File: src/design/sfc_pkg.sv
package sfc_pkg;

    // Q16.32 word widths
    localparam int SW = 48;
    localparam int UW = 47;

    localparam logic [UW-1:0] MAX_U  = {UW{1'b1}};
    localparam logic [UW-1:0] Q_ONE  = 47'h0_0001_0000_0000;
    localparam logic [SW-1:0] NEG_LIM = 48'h8000_0000_0000;

    // one quotient bit per divider stage, plus the entry stage
    localparam int DIV_STEPS = 47;

    localparam int QUEUE_DEPTH_DEF = 4;

    // configuration register indexes
    localparam logic [2:0] REG_MIN_R2  = 3'd0;
    localparam logic [2:0] REG_MAX_R2  = 3'd1;
    localparam logic [2:0] REG_SCALE   = 3'd2;
    localparam logic [2:0] REG_LIMIT_X = 3'd3;
    localparam logic [2:0] REG_LIMIT_Y = 3'd4;
    localparam logic [2:0] REG_LIMIT_Z = 3'd5;
    localparam logic [2:0] REG_MODE    = 3'd6;
    localparam logic [2:0] REG_WINDOW  = 3'd7;

    // fold kinds
    localparam logic [1:0] KIND_NONE  = 2'd0;
    localparam logic [1:0] KIND_INNER = 2'd1;
    localparam logic [1:0] KIND_OUTER = 2'd2;

    typedef struct packed {
        logic [UW-1:0] min_r2;
        logic [UW-1:0] max_r2;
        logic [SW-1:0] scale;
        logic [UW-1:0] limit_x;
        logic [UW-1:0] limit_y;
        logic [UW-1:0] limit_z;
        logic [1:0]    mode_flags;
        logic [31:0]   iter_window;
    } cfg_t;

    // item as it travels from the front through the back
    typedef struct packed {
        logic [3:0]         neg;
        logic [3:0][SW-1:0] mag;
        logic [UW-1:0]      de;
        logic               win;
        logic               cub;
        logic [1:0]         kind;
        logic [UW-1:0]      rr;
        logic [UW-1:0]      aux;
    } side_t;

endpackage

File: src/design/sfc_queue.sv
module sfc_queue #(
    parameter int DEPTH = sfc_pkg::QUEUE_DEPTH_DEF
) (
    input  logic            clk,
    input  logic            rst_n,
    input  logic            push,
    input  sfc_pkg::side_t  push_data,
    output logic            full,
    input  logic            pop,
    output sfc_pkg::side_t  head,
    output logic            empty
);
    import sfc_pkg::*;

    localparam int PW = (DEPTH > 1) ? $clog2(DEPTH) : 1;
    localparam int CW = $clog2(DEPTH + 1);

    side_t          mem [0:DEPTH-1];
    logic [PW-1:0]  wr_ptr_reg, wr_ptr_next;
    logic [PW-1:0]  rd_ptr_reg, rd_ptr_next;
    logic [CW-1:0]  count_reg, count_next;

    assign full  = (count_reg == CW'(DEPTH));
    assign empty = (count_reg == '0);
    assign head  = mem[rd_ptr_reg];

    // advance pointers with wrap
    always_comb
    begin
        wr_ptr_next = wr_ptr_reg;
        rd_ptr_next = rd_ptr_reg;
        count_next  = count_reg;
        if (push)
        begin
            wr_ptr_next = (wr_ptr_reg == PW'(DEPTH - 1)) ? '0 : wr_ptr_reg + 1'b1;
        end
        if (pop)
        begin
            rd_ptr_next = (rd_ptr_reg == PW'(DEPTH - 1)) ? '0 : rd_ptr_reg + 1'b1;
        end
        if (push && !pop)
        begin
            count_next = count_reg + 1'b1;
        end
        else if (pop && !push)
        begin
            count_next = count_reg - 1'b1;
        end
    end

    always_ff @(posedge clk or negedge rst_n)
    begin
        if (!rst_n)
        begin
            wr_ptr_reg <= '0;
            rd_ptr_reg <= '0;
            count_reg  <= '0;
        end
        else
        begin
            wr_ptr_reg <= wr_ptr_next;
            rd_ptr_reg <= rd_ptr_next;
            count_reg  <= count_next;
        end
    end

    // store item
    always_ff @(posedge clk)
    begin
        if (push)
        begin
            mem[wr_ptr_reg] <= push_data;
        end
    end

endmodule

File: config.mk
export PLATFORM = sky130hd
export DESIGN_NAME = sfc_queue
export DESIGN_NICKNAME = d
export VERILOG_FILES = /design/src/design/sfc_pkg.sv /design/src/design/sfc_queue.sv
export SDC_FILE = /design/constraint.sdc
export NUM_CORES = 1
export LEC_CHECK = 0
export BUFFER_PORTS_ARGS = -buffer_cell sky130_fd_sc_hd__buf_2
export CORE_ASPECT_RATIO = 1.1
export CORE_MARGIN = 2
export CORE_UTILIZATION = 55
export CTS_CLUSTER_SIZE = 30
export DETAILED_ROUTE_END_ITERATION = 8
export HOLD_SLACK_MARGIN = 0.1
export PLACE_DENSITY = 0.73
export SYNTH_ARGS = -nofsm -noshare
export SYNTH_HDL_FRONTEND = slang
export SYNTH_SLANG_ARGS = --single-unit
File: constraint.sdc
create_clock -name clk -period 15.7 [get_ports clk]
set_input_delay 0.785 -clock clk [delete_from_list [all_inputs] [get_ports clk]]
set_output_delay 0.785 -clock clk [all_outputs]
set_load 0.01 [all_outputs]
==> results.ini <==
[yosys]
ys_seq_elements=1371
synth_edf_count=1364
syn_nets=2170
async_reset_ff_frac=0.00511
synth.largest_area_cell=edfxtp_1
syn_area_per_cell_um2=27.3
ys_seq_area_frac=0.829
synthTopCellsByArea=edfxtp_1, mux4_2, buf_6
synth_flop_cell=edfxtp_1
yosysWarnings=0
netlist_instances=1818
yosysMostFrequentCell=edfxtp_1
synth.cell_area_um2=49600
synth.distinct_cells=18
yosys-top-cells-count=edfxtp_1, mux4_2, buf_2
synth_top_cell_area_share=0.825

[routing]
route.detailed.drc=0
drtPass1Iterations=5
drt_iter0_markers=1776
drtAntennaViolNets=0
vias=22800
wl_per_cell_um=27.1
wirelength_mm=106
viasPerCell=5.85

[place]
gp_congestion=0.808
portBuffers=687
place_inst=3629
hpwlAfterDp_mm=66.3
dp_slack_ps=10270

[pwr]
clock_power_share=0.282
p_leak_uw=0.0199
switching_share=0.290
power_switching_uw=3200
power.internal_uw=7840
p_comb_frac=0.275
peakVddDrop_v=0.000171
pwr-share-seq=0.443
power_density_nw_per_um2=188

[outcome]
status=finished, final reports clean

[clock_network]
cts.sinks=1371
postCtsSetupBuffers=0
cts_tree=yes
clk_latency_ps=710
cts-root-buf=clkbuf_16
hold_buffers=1
clock_path_buffers=3
clk_pin_slew_ps=60
numCtsBuffers=134
cts_resized=0
htreeDepth=4

[worst_setup_path]
crit_path_end_kind=primary output
arrival_ps=5180
required_ps=14910
path_max_fanout=52
start_kind=register
crit_type=reg2out

[timing]
slew_violations=0
setup_tns_ps=0
finalSetupViolCount=0
fin_hold_ws_ps=278
period_share=0.380
max_freq_mhz=168
grt_setup_unrepaired=no
final_hold_viol_count=0
max_slew_margin=0.208
fin_ws_ps=9730
post-route-min-period_ps=5970
worst_pin_slew_ps=1190
finalClockSkew_ps=21.9

[die]
core_region_area_um2=89400
io_pins=688
die_w_um=290
die_h_um=319
die-area_um2=92600
start_util=0.555
num_rows=115

[job]
maxCapViolCount=0

[final_layout]
syn_to_final_growth_pct=18.1
nets=2948
multi_input_area_um2=7910
fill_cells=5609
seq_area_um2=41100
final_core_util=0.656
largest_reg_flops=1364
post_route_cells_drive_above_1_share=0.467
final_cells=3899

[global_routing]
grt_pass1_vias=23900
grt.total_usage=0.230
grt_max_degree=159
gr-total-overflow=0
grt_pass1_wl_mm=156
antenna_found_initial=49

[hold_path]
worst_hold_path_type=in2reg

-- per-stage QoR --
stage                     instance area (um^2)  power (uW)
after global routing                     58600       11500
after floorplan                          49600        7080
after detailed placement                 54200        8030
after global placement                   54200        7970
final                                    58600       11000
after CTS                                58500       11200
-- per-layer routing --
layer | track usage | wire, um | share of wire
met1 | 0.278 | 37400 | 0.35
met2 | 0.377 | 54100 | 0.51
met3 | 0.0880 | 10300 | 0.097
met4 | 0.0918 | 3410 | 0.032
met5 | 0 | 320 | 0.0030
-- logic make-up (layout without fill, tap and decap cells) --
| group | Yosys count | count (layout) | share of synthesized area |
|---|---|---|---|
| other | 0 | 24 | 0 |
| XOR/XNOR | 3 | 3 | 0.000530 |
| buffers and inverters | 80 | 967 | 0.0117 |
| AND/OR/NAND/NOR | 11 | 11 | 0.00113 |
| adder cells (fa/ha/maj) | 7 | 7 | 0.00192 |
| flip-flops | 1371 | 1371 | 0.829 |
| AO/OA/AOI/OAI | 2 | 2 | 0.000202 |
| multiplexers | 344 | 344 | 0.155 |
-- power by group through the flow --
| stage | Clock, uW | Sequential (uW) | Combinational [uW] |
|---|---|---|---|
| finish | 3110 | 4890 | 3040 |
| global route | 3320 | 4940 | 3220 |
| CTS | 3180 | 4900 | 3090 |
| detailed placement | 0 | 4970 | 3070 |
| global placement | 0 | 4920 | 3040 |
| floorplan | 0 | 5070 | 2010 |
-- layout by cell type, fill, tap and decap left out, drive strengths merged --
cell	instances
clkinvlp	5
o21ai	2
buf	717
clkbuf	165
dlygate4sd3	1
and2	4
clkinv	57
xnor2	1
ha	6
bufinv	10
nand2	2
edfxtp	1364
nor2	3
mux4	341
nor3	1
inv	12
xor2	2
nor3b	1
fa	1
diode	24
dfrtp	7
mux2	3
-- layout make-up --
cell class,count,share of cell area
clock buffer,165,0.0615
antenna,24,0.00102
sequential,1371,0.702
tap,1170,0.0250
clock inverter,80,0.0121
timing repair buffer,718,0.0631
multi-input combinational,367,0.135
inverter,4,0.000256
-- path summary, 6_finish.rpt --
path / from / end / slack, ps / cells after the start
max: rd_ptr_reg[0]$_DFFE_PN0P_ / head[121] / 9730 / 5
min: push_data[294] / mem[0][294]$_DFFE_PP_ / 280 / 1
max reg2reg: wr_ptr_reg[0]$_DFFE_PN0P_ / mem[0][173]$_DFFE_PP_ / 11230 / 7
min reg2reg: count_reg[2]$_DFFE_PN0P_ / count_reg[2]$_DFFE_PN0P_ / 500 / 1
max in group asynchronous: rst_n / rd_ptr_reg[1]$_DFFE_PN0P_ / 15060 / 2
min in group asynchronous: rst_n / count_reg[0]$_DFFE_PN0P_ / 450 / 2
-- critical path, stage by stage (launching register included) --
cell	delay, ps
dfrtp_4	890
buf_4	940
buf_4	840
buf_4	860
mux4_2	620
buf_2	160
(Power assumes the default switching activity.)
