### src/design/sfc_pkg.sv
package sfc_pkg;

    // Q16.32 word widths
    localparam int SW = 48;
    localparam int UW = 47;

    localparam logic [UW-1:0] MAX_U  = {UW{1'b1}};
    localparam logic [UW-1:0] Q_ONE  = 47'h0_0001_0000_0000;
    localparam logic [SW-1:0] NEG_LIM = 48'h8000_0000_0000;

    // one quotient bit per divider stage, plus the entry stage
    localparam int DIV_STEPS = 47;

    localparam int QUEUE_DEPTH_DEF = 4;

    // configuration register indexes
    localparam logic [2:0] REG_MIN_R2  = 3'd0;
    localparam logic [2:0] REG_MAX_R2  = 3'd1;
    localparam logic [2:0] REG_SCALE   = 3'd2;
    localparam logic [2:0] REG_LIMIT_X = 3'd3;
    localparam logic [2:0] REG_LIMIT_Y = 3'd4;
    localparam logic [2:0] REG_LIMIT_Z = 3'd5;
    localparam logic [2:0] REG_MODE    = 3'd6;
    localparam logic [2:0] REG_WINDOW  = 3'd7;

    // fold kinds
    localparam logic [1:0] KIND_NONE  = 2'd0;
    localparam logic [1:0] KIND_INNER = 2'd1;
    localparam logic [1:0] KIND_OUTER = 2'd2;

    typedef struct packed {
        logic [UW-1:0] min_r2;
        logic [UW-1:0] max_r2;
        logic [SW-1:0] scale;
        logic [UW-1:0] limit_x;
        logic [UW-1:0] limit_y;
        logic [UW-1:0] limit_z;
        logic [1:0]    mode_flags;
        logic [31:0]   iter_window;
    } cfg_t;

    // item as it travels from the front through the back
    typedef struct packed {
        logic [3:0]         neg;
        logic [3:0][SW-1:0] mag;
        logic [UW-1:0]      de;
        logic               win;
        logic               cub;
        logic [1:0]         kind;
        logic [UW-1:0]      rr;
        logic [UW-1:0]      aux;
    } side_t;

endpackage

### src/design/sfc_front.sv
module sfc_front (
    input  logic                clk,
    input  logic                rst_n,
    input  logic [31:0]         iter_window,
    input  logic                in_valid,
    output logic                in_stall,
    input  logic signed [47:0]  coord_x,
    input  logic signed [47:0]  coord_y,
    input  logic signed [47:0]  coord_z,
    input  logic signed [47:0]  coord_w,
    input  logic [15:0]         iteration,
    input  logic [46:0]         de_in,
    output logic                push,
    output sfc_pkg::side_t      push_data,
    input  logic                full
);
    import sfc_pkg::*;

    logic               v_reg, v_next;
    side_t              item_reg, item_next;
    logic [3:0][SW-1:0] c;
    logic               accept;

    assign in_stall = v_reg && full;
    assign accept   = in_valid && !in_stall;
    assign push     = v_reg && !full;
    assign push_data = item_reg;

    // take magnitudes, signs and window membership
    always_comb
    begin
        c = {$unsigned(coord_w), $unsigned(coord_z), $unsigned(coord_y), $unsigned(coord_x)};
        item_next = '0;
        for (int k = 0; k < 4; k++)
        begin
            item_next.neg[k] = c[k][SW-1];
            item_next.mag[k] = c[k][SW-1] ? (48'd0 - c[k]) : c[k];
        end
        item_next.de  = de_in;
        item_next.win = (iteration >= iter_window[15:0]) && (iteration < iter_window[31:16]);
    end

    always_comb
    begin
        v_next = v_reg;
        if (accept)
        begin
            v_next = 1'b1;
        end
        else if (push)
        begin
            v_next = 1'b0;
        end
    end

    always_ff @(posedge clk or negedge rst_n)
    begin
        if (!rst_n)
        begin
            v_reg <= 1'b0;
        end
        else
        begin
            v_reg <= v_next;
        end
    end

    always_ff @(posedge clk)
    begin
        if (accept)
        begin
            item_reg <= item_next;
        end
    end

endmodule

### config.mk
export PLATFORM = sky130hd
export DESIGN_NAME = sfc_front
export DESIGN_NICKNAME = d
export VERILOG_FILES = /design/src/design/sfc_pkg.sv /design/src/design/sfc_front.sv
export SDC_FILE = /design/constraint.sdc
export NUM_CORES = 1
export LEC_CHECK = 0
export ABC_AREA = 1
export BUFFER_PORTS_ARGS = -buffer_cell sky130_fd_sc_hd__buf_2
export CORE_AREA = 2 2 247 249
export CTS_CLUSTER_SIZE = 40
export DETAILED_ROUTE_END_ITERATION = 16
export DIE_AREA = 0 0 249 251
export PLACE_DENSITY = 0.47
export SYNTH_ARGS = -nofsm -noshare
export SYNTH_HDL_FRONTEND = slang
export SYNTH_SLANG_ARGS = --single-unit
### constraint.sdc
create_clock -name clk -period 14.2 [get_ports clk]
set_clock_uncertainty 0.15 [all_clocks]
set_input_delay 0 -clock clk [delete_from_list [all_inputs] [get_ports clk]]
set_output_delay 0 -clock clk [all_outputs]
set_load 0.1 [all_outputs]
==> results of run 1 <==
## metal layers
| metal | part of all wire | GRT usage | up-vias |
|---|---|---|---|
| met4 | 0.023 | 0.0474 | 2 |
| met2 | 0.50 | 0.340 | 542 |
| met5 | 0.00012 | 0 | - |
| li1 | - | - | 7967 |
| met1 | 0.42 | 0.221 | 7594 |
| met3 | 0.057 | 0.0311 | 78 |
## synth_stat cells, drive strengths merged
cell    count
inv       211
nand2     523
ha         35
and2        1
xnor2      30
o21bai      5
o21a        1
clkbuf      2
edfxtp    244
nor3        7
clkinv      2
a21o        1
buf       118
a31oi       2
nor2      285
nand4      69
dfrtp       1
nor4        1
o211ai      2
nand3b      3
conb        1
xor2       65
o21ai      62
o31ai       4
nand3     156
a21oi      15
## logic make-up after synthesis
family | share of synthesized area
AO/OA/AOI/OAI | 0.0367
XOR/XNOR | 0.0548
adder cells (fa/ha/maj) | 0.0283
buffers and inverters | 0.108
flip-flops | 0.476
other | 0.000243
AND/OR/NAND/NOR | 0.296
## layout make-up
cell class | instances | area, um2
Timing Repair Buffer | 1044 | 7770
Fill cell | 6062 | 35000
Tap cell | 782 | 978
Clock inverter | 22 | 317
Clock buffer | 34 | 766
Antenna cell | 1 | 2.50
Multi-Input combinational cell | 1364 | 6800
Sequential cell | 245 | 7350
Inverter | 213 | 800
## power groups by stage
stage	combinational, mW	sequential (mW)	clock [mW]
finish	0.878	0.873	0.846
global route	0.922	0.877	0.902
CTS	0.877	0.874	0.874
detailed placement	0.749	0.889	0
global placement	0.747	0.888	0
floorplan	0.279	1.23	0
## worst max-delay path: cells and delay by family
| family | cells | cell delay (ns) |
|---|---|---|
| buffers and inverters | 6 | 2.75 |
| and+or+nand+nor | 2 | 0.48 |
## metrics by stage
step / util / power [mW] / instances
floorplan: - / 1.51 / 1942
global placement: 0.312 / 1.63 / 3143
detailed placement: 0.312 / 1.64 / 3143
CTS: 0.415 / 2.62 / 3704
global route: 0.415 / 2.70 / 3705
finish: 0.415 / 2.60 / 3705
## how the worst max path moves through the flow
stage | from | to | slack (ns)
floorplan | v_reg | push_data[100] | 2.09
global placement | v_reg | push_data[145] | 11.05
detailed placement | v_reg | push_data[145] | 11.04
CTS | full | push_data[200] | 10.84
global route | full | push_data[97] | 10.66
finish | full | push_data[199] | 10.86
## repair_timing
| action | CTS | global route |
|---|---|---|
| hold endpoints to repair | 261 | 0 |
| setup endpoints to repair | 0 | 0 |
| hold buffers | 505 | 0 |
| setup buffers | 0 | 0 |
## layout by cell type (no fill, tap or decap), types with 29 or more instances in the layout
cell type,Yosys,final
buf_2,15,536
clkbuf_16,0,30
conb_1,1,97
dlygate4sd3_1,0,505
edfxtp_1,244,244
ha_1,35,35
inv_1,206,206
nand2_1,502,502
nand3_1,148,148
nand4_1,66,66
nor2_1,256,255
o21ai_0,29,29
xnor2_1,30,30
xor2_1,63,63
==> impl_metrics.json, run 1 <==
{
  "htree_num_levels": 1,
  "grt_usage": 0.184,
  "cts-resized-gates": 0,
  "synth.area.top_cells": "edfxtp_1 (47%), nand2_1 (12%), nor2_1 (6.2%)",
  "clockPowerShare": 0.326,
  "worstPathArrival_ns": 3.38,
  "synth_area_per_cell_um2": 8.37,
  "port_buffers": 536,
  "fmax_ghz": 0.299,
  "maxSlewHeadroom": 0.320,
  "path_cells": "dlygate4sd3_1 -> buf_2 -> dlygate4sd3_1 -> nand2_1 -> inv_1 -> nor2_4 -> buf_12 -> buf_4",
  "drt_pass1_iterations": 5,
  "ant_nets": 0,
  "reg2reg_to": "push_data[199]",
  "hpwl_mm": 45.7,
  "hold_class": "input port to flip-flop",
  "initial_core_util": 0.258,
  "yosysUniqueCellTypes": 41,
  "synthCells": 1846,
  "grt_pass1_vias": 16300,
  "hold_viol_final": 0,
  "wl_mm": 59.8,
  "seq_area_frac_synth": 0.476,
  "p_per_area_mw_per_mm2": 105,
  "max_stage_delay_ns": 0.84,
  "run_status": "complete, no violations",
  "viasPerCell": 4.37,
  "routabilityCongestion": 0.913,
  "post-route-min-period_ns": 3.34,
  "vias": 16200,
  "worstPathRequired_ns": 14.24,
  "core_area_mm2": 0.0598,
  "yosysTopAreaCell": "edfxtp_1",
  "ys_ff_latch": 245,
  "finalSetupTns_ns": 0,
  "ir_worst_vdd_v": 0.0000670,
  "postPlaceCellArea_mm2": 0.0186,
  "design_area_mm2": 0.0248,
  "drc": 0,
  "min_from": "coord_y[0]",
  "tritoncts": "done",
  "netlist.area_leader.share": 0.474,
  "leakagePower_nw": 11.3,
  "grt-ovfl-total": 0,
  "crit_top_cell": "dlygate4sd3_1",
  "critPathCaptureType": "flip-flop",
  "pwr-share-seq": 0.336,
  "antenna_found_initial": 2,
  "cts.sinks": 245,
  "routedWlPerCell_um": 16.1,
  "netSwitchingPower_mw": 1.00,
  "slew_viol_final": 0,
  "critPathMaxFanout": 164,
  "worst-r2r-cell-count": 5,
  "largest_register_ffs": 244,
  "fin_hold_ws_ns": 0.0518,
  "yosysWarnings": 0,
  "clk_latency_ns": 0.60,
  "rsz0062_at_grt": "false",
  "rows": 90,
  "worst-slew-pin-transition_ns": 1.02,
  "slowest_stage": "buf_4",
  "setup_violations": 0,
  "pre_cts_ws_ns": 11.04,
  "p_int_mw": 1.60,
  "maxCapViolations": 0,
  "holdPathStages": 2,
  "drive_above_1_share": 0.230,
  "reg2reg_slack_ns": 11.08,
  "combPwrFrac": 0.338,
  "critical_path_class": "input port to flip-flop",
  "clockBufferDepth": 3,
  "layout_worst_path_cycle_share": 0.235,
  "io-pin-count": 634,
  "clk_pin_slew_ns": 0.06,
  "dieWidth_um": 249,
  "syn_area_mm2": 0.0154,
  "r2r-start": "v_reg",
  "die_h_um": 251,
  "nNetsFinal": 3224,
  "swShare": 0.385,
  "grt_max_degree": 165,
  "synthToLayoutAreaGrowth_pct": 60.5,
  "cts_buffers": 30,
  "cts-root-buf": "clkbuf_16",
  "grt_pass1_wl_mm": 91.3,
  "fin_ws_ns": 10.86,
  "start_kind": "input port",
  "die_area_mm2": 0.0625,
  "min_to": "push_data[193]",
  "drtIter0Drc": 814
}
(Power assumes the default switching activity.)
==> run 2, diff against run 1 <==
--- a/config.mk
+++ b/config.mk
@@ -7,11 +7,11 @@
 export LEC_CHECK = 0
 export ABC_AREA = 1
 export BUFFER_PORTS_ARGS = -buffer_cell sky130_fd_sc_hd__buf_2
-export CORE_AREA = 2 2 247 249
+export CORE_AREA = 2 2 245 247
 export CTS_CLUSTER_SIZE = 40
 export DETAILED_ROUTE_END_ITERATION = 16
-export DIE_AREA = 0 0 249 251
-export PLACE_DENSITY = 0.47
+export DIE_AREA = 0 0 247 249
+export PLACE_DENSITY = 0.5
 export SYNTH_ARGS = -nofsm -noshare
 export SYNTH_HDL_FRONTEND = slang
 export SYNTH_SLANG_ARGS = --single-unit
==> constraint.sdc (replaced) <==
create_clock -name clk -period 2.7 [get_ports clk]
set_clock_uncertainty 0.15 [all_clocks]
set_input_delay 0 -clock clk [delete_from_list [all_inputs] [get_ports clk]]
set_output_delay 0 -clock clk [all_outputs]
set_load 0.1 [all_outputs]
==> run 2 against run 1 <==
Effect of this change:
- global-route usage up 0.089 points
- sequential share of layout area up 0.29 points
- cell count down 1.1%
- combinational power rose to 5.2 times the previous value
- count of clock-buffer cells in the layout up 6
- setup slack worse by 11 ns
- die area down 1.6%
- utilization up 0.38 points
- first-iteration DRC count up 9.0%
- worst hold slack worse by 0.031 ns
- critical path depth up 4
- largest cell class is now registers
==> impl_metrics.json, run 2 (synthesis results as in run 1) <==
{
  "run_status": "complete, no violations",
  "critPathMaxFanout": 7,
  "worstPathArrival_ns": 2.91,
  "synthToLayoutAreaGrowth_pct": 58.9,
  "cts-root-buf": "clkbuf_16",
  "dieWidth_um": 247,
  "viasPerCell": 4.42,
  "hold_class": "input port to flip-flop",
  "fmax_ghz": 0.378,
  "cts_buffers": 34,
  "cts.sinks": 245,
  "drtIter0Drc": 887,
  "r2r-start": "v_reg",
  "p_int_mw": 8.48,
  "core_area_mm2": 0.0587,
  "fin_util": 0.418,
  "slowest_stage": "dlygate4sd3_1",
  "post-route-min-period_ns": 2.65,
  "max_stage_delay_ns": 0.56,
  "crit_top_cell": "dlygate4sd3_1",
  "grt_pass1_wl_mm": 89.2,
  "grt-ovfl-total": 0,
  "p_per_area_mw_per_mm2": 565,
  "layout_worst_path_cycle_share": 0.980,
  "start_kind": "input port",
  "worstPathRequired_ns": 2.96,
  "drive_above_1_share": 0.253,
  "hold_viol_final": 0,
  "pwr-share-seq": 0.331,
  "reg2reg_to": "push_data[160]",
  "clockBufferDepth": 3,
  "grt_usage": 0.185,
  "slew_viol_final": 0,
  "antenna_found_initial": 6,
  "io-pin-count": 634,
  "final_common_cell": "buf_2",
  "rows": 89,
  "cp-endpoint": "push_data[335]",
  "grt_pass1_vias": 16400,
  "clk_latency_ns": 0.55,
  "grt_max_degree": 57,
  "clk_pin_slew_ns": 0.06,
  "drt_pass1_iterations": 6,
  "crit_start": "coord_w[0]",
  "ir_worst_vdd_v": 0.000537,
  "ff_latch_area_mm2": 0.00735,
  "leakagePower_nw": 11.2,
  "vias": 16200,
  "ant_nets": 0,
  "critPathCaptureType": "flip-flop",
  "setup_violations": 0,
  "combPwrFrac": 0.331,
  "htree_num_levels": 2,
  "layoutNonFillerInstCount": 3665,
  "hpwl_mm": 45.5,
  "reg2reg_slack_ns": 0.88,
  "maxCapViolations": 0,
  "dp_cells": 3144,
  "tritoncts": "done",
  "worst-r2r-cell-count": 5,
  "netSwitchingPower_mw": 5.40,
  "critical_path_class": "input port to flip-flop",
  "drc": 0,
  "nNetsFinal": 3188,
  "swShare": 0.389,
  "die_h_um": 249,
  "clockPowerShare": 0.339,
  "routedWlPerCell_um": 16.3,
  "maxSlewHeadroom": 0.532,
  "multi_input_area_mm2": 0.00692,
  "fillers": 5809,
  "path_cells": "dlygate4sd3_1 -> buf_2 -> inv_1 -> ha_1 -> nand2_2 -> nor2_4 -> nand3_2 -> o21ai_2 -> nand3_1 -> dlygate4sd3_1 -> nand2_1 -> dlygate4sd3_1",
  "port_buffers": 536,
  "die_area_mm2": 0.0615,
  "fin_ws_ns": 0.0539,
  "largest_register_ffs": 244,
  "initial_core_util": 0.263,
  "worst-slew-pin-transition_ns": 0.702,
  "pre_cts_ws_ns": 0.745,
  "routabilityCongestion": 0.953,
  "wl_mm": 59.8,
  "final_cell_mix": "buf_2 (536), nand2_1 (496), dlygate4sd3_1 (433), edfxtp_1 (244), nor2_1 (243)"
}
-- run 2: metrics by stage --
step           power (mW)  hold slack, ns  TNS [ns]  instance area, um2
6_report             13.9          0.0207         0               24500
5_1_grt              14.4       0.0000548  -0.00938               24500
4_1_cts              14.0        0.000395         0               24300
3_5_place_dp         8.62          -0.370         0               18700
3_3_place_gp         8.61          -0.372         0               18700
2_1_floorplan        7.87          -0.446   -599.50               15800
-- run 2: worst max-delay path: cells and delay by family --
family / cells / cell delay (ns)
buffers and inverters: 5 / 1.90
and+or+nand+nor: 5 / 0.62
adders and majority gates: 1 / 0.20
AOI/OAI and AO/OA: 1 / 0.19
-- run 2: worst min path at each step --
| stage | start | end | slack, ns | cells past startpoint |
|---|---|---|---|---|
| after floorplan | rst_n | v_reg | -0.45 | 0 |
| after global placement | rst_n | v_reg | -0.37 | 1 |
| after detailed placement | rst_n | v_reg | -0.37 | 1 |
| after CTS | de_in[31] | push_data[129] | 0.0004 | 2 |
| after global routing | de_in[15] | push_data[113] | 0.00005 | 2 |
| final | de_in[13] | push_data[111] | 0.02 | 2 |
-- run 2: power by group through the flow --
stage	Clock, mW	Combinational [mW]	Sequential, mW
6_report	4.70	4.59	4.59
5_1_grt	5.01	4.82	4.61
4_1_cts	4.84	4.54	4.59
3_5_place_dp	0	3.95	4.67
3_3_place_gp	0	3.94	4.67
2_1_floorplan	0	1.47	6.40
-- run 2: metal layers --
metal / part of all wire / up-vias / wire length [um] / GRT usage
met5: 0.00022 / - / 13 / 0
met4: 0.028 / 2 / 1690 / 0.0597
met3: 0.076 / 111 / 4540 / 0.0437
met2: 0.50 / 660 / 29700 / 0.331
met1: 0.40 / 7509 / 23900 / 0.216
li1: - / 7912 / - / -
-- run 2: what timing repair did --
action / 4_1_cts / 5_1_grt
resized for setup: 0 / 34
setup endpoints to repair: 0 / 25
buffers inserted: 0 / 22
hold endpoints to repair: 287 / 0
hold buffers: 434 / 0
-- run 2: area by class of cell --
| class | instances | area share |
|---|---|---|
| Sequential cell | 245 | 0.299 |
| Timing Repair Buffer | 1004 | 0.299 |
| Multi-Input combinational cell | 1364 | 0.282 |
| Tap cell | 773 | 0.0394 |
| Clock buffer | 40 | 0.0356 |
| Inverter | 213 | 0.0326 |
| Clock inverter | 22 | 0.0120 |
| Antenna cell | 4 | 0.000408 |
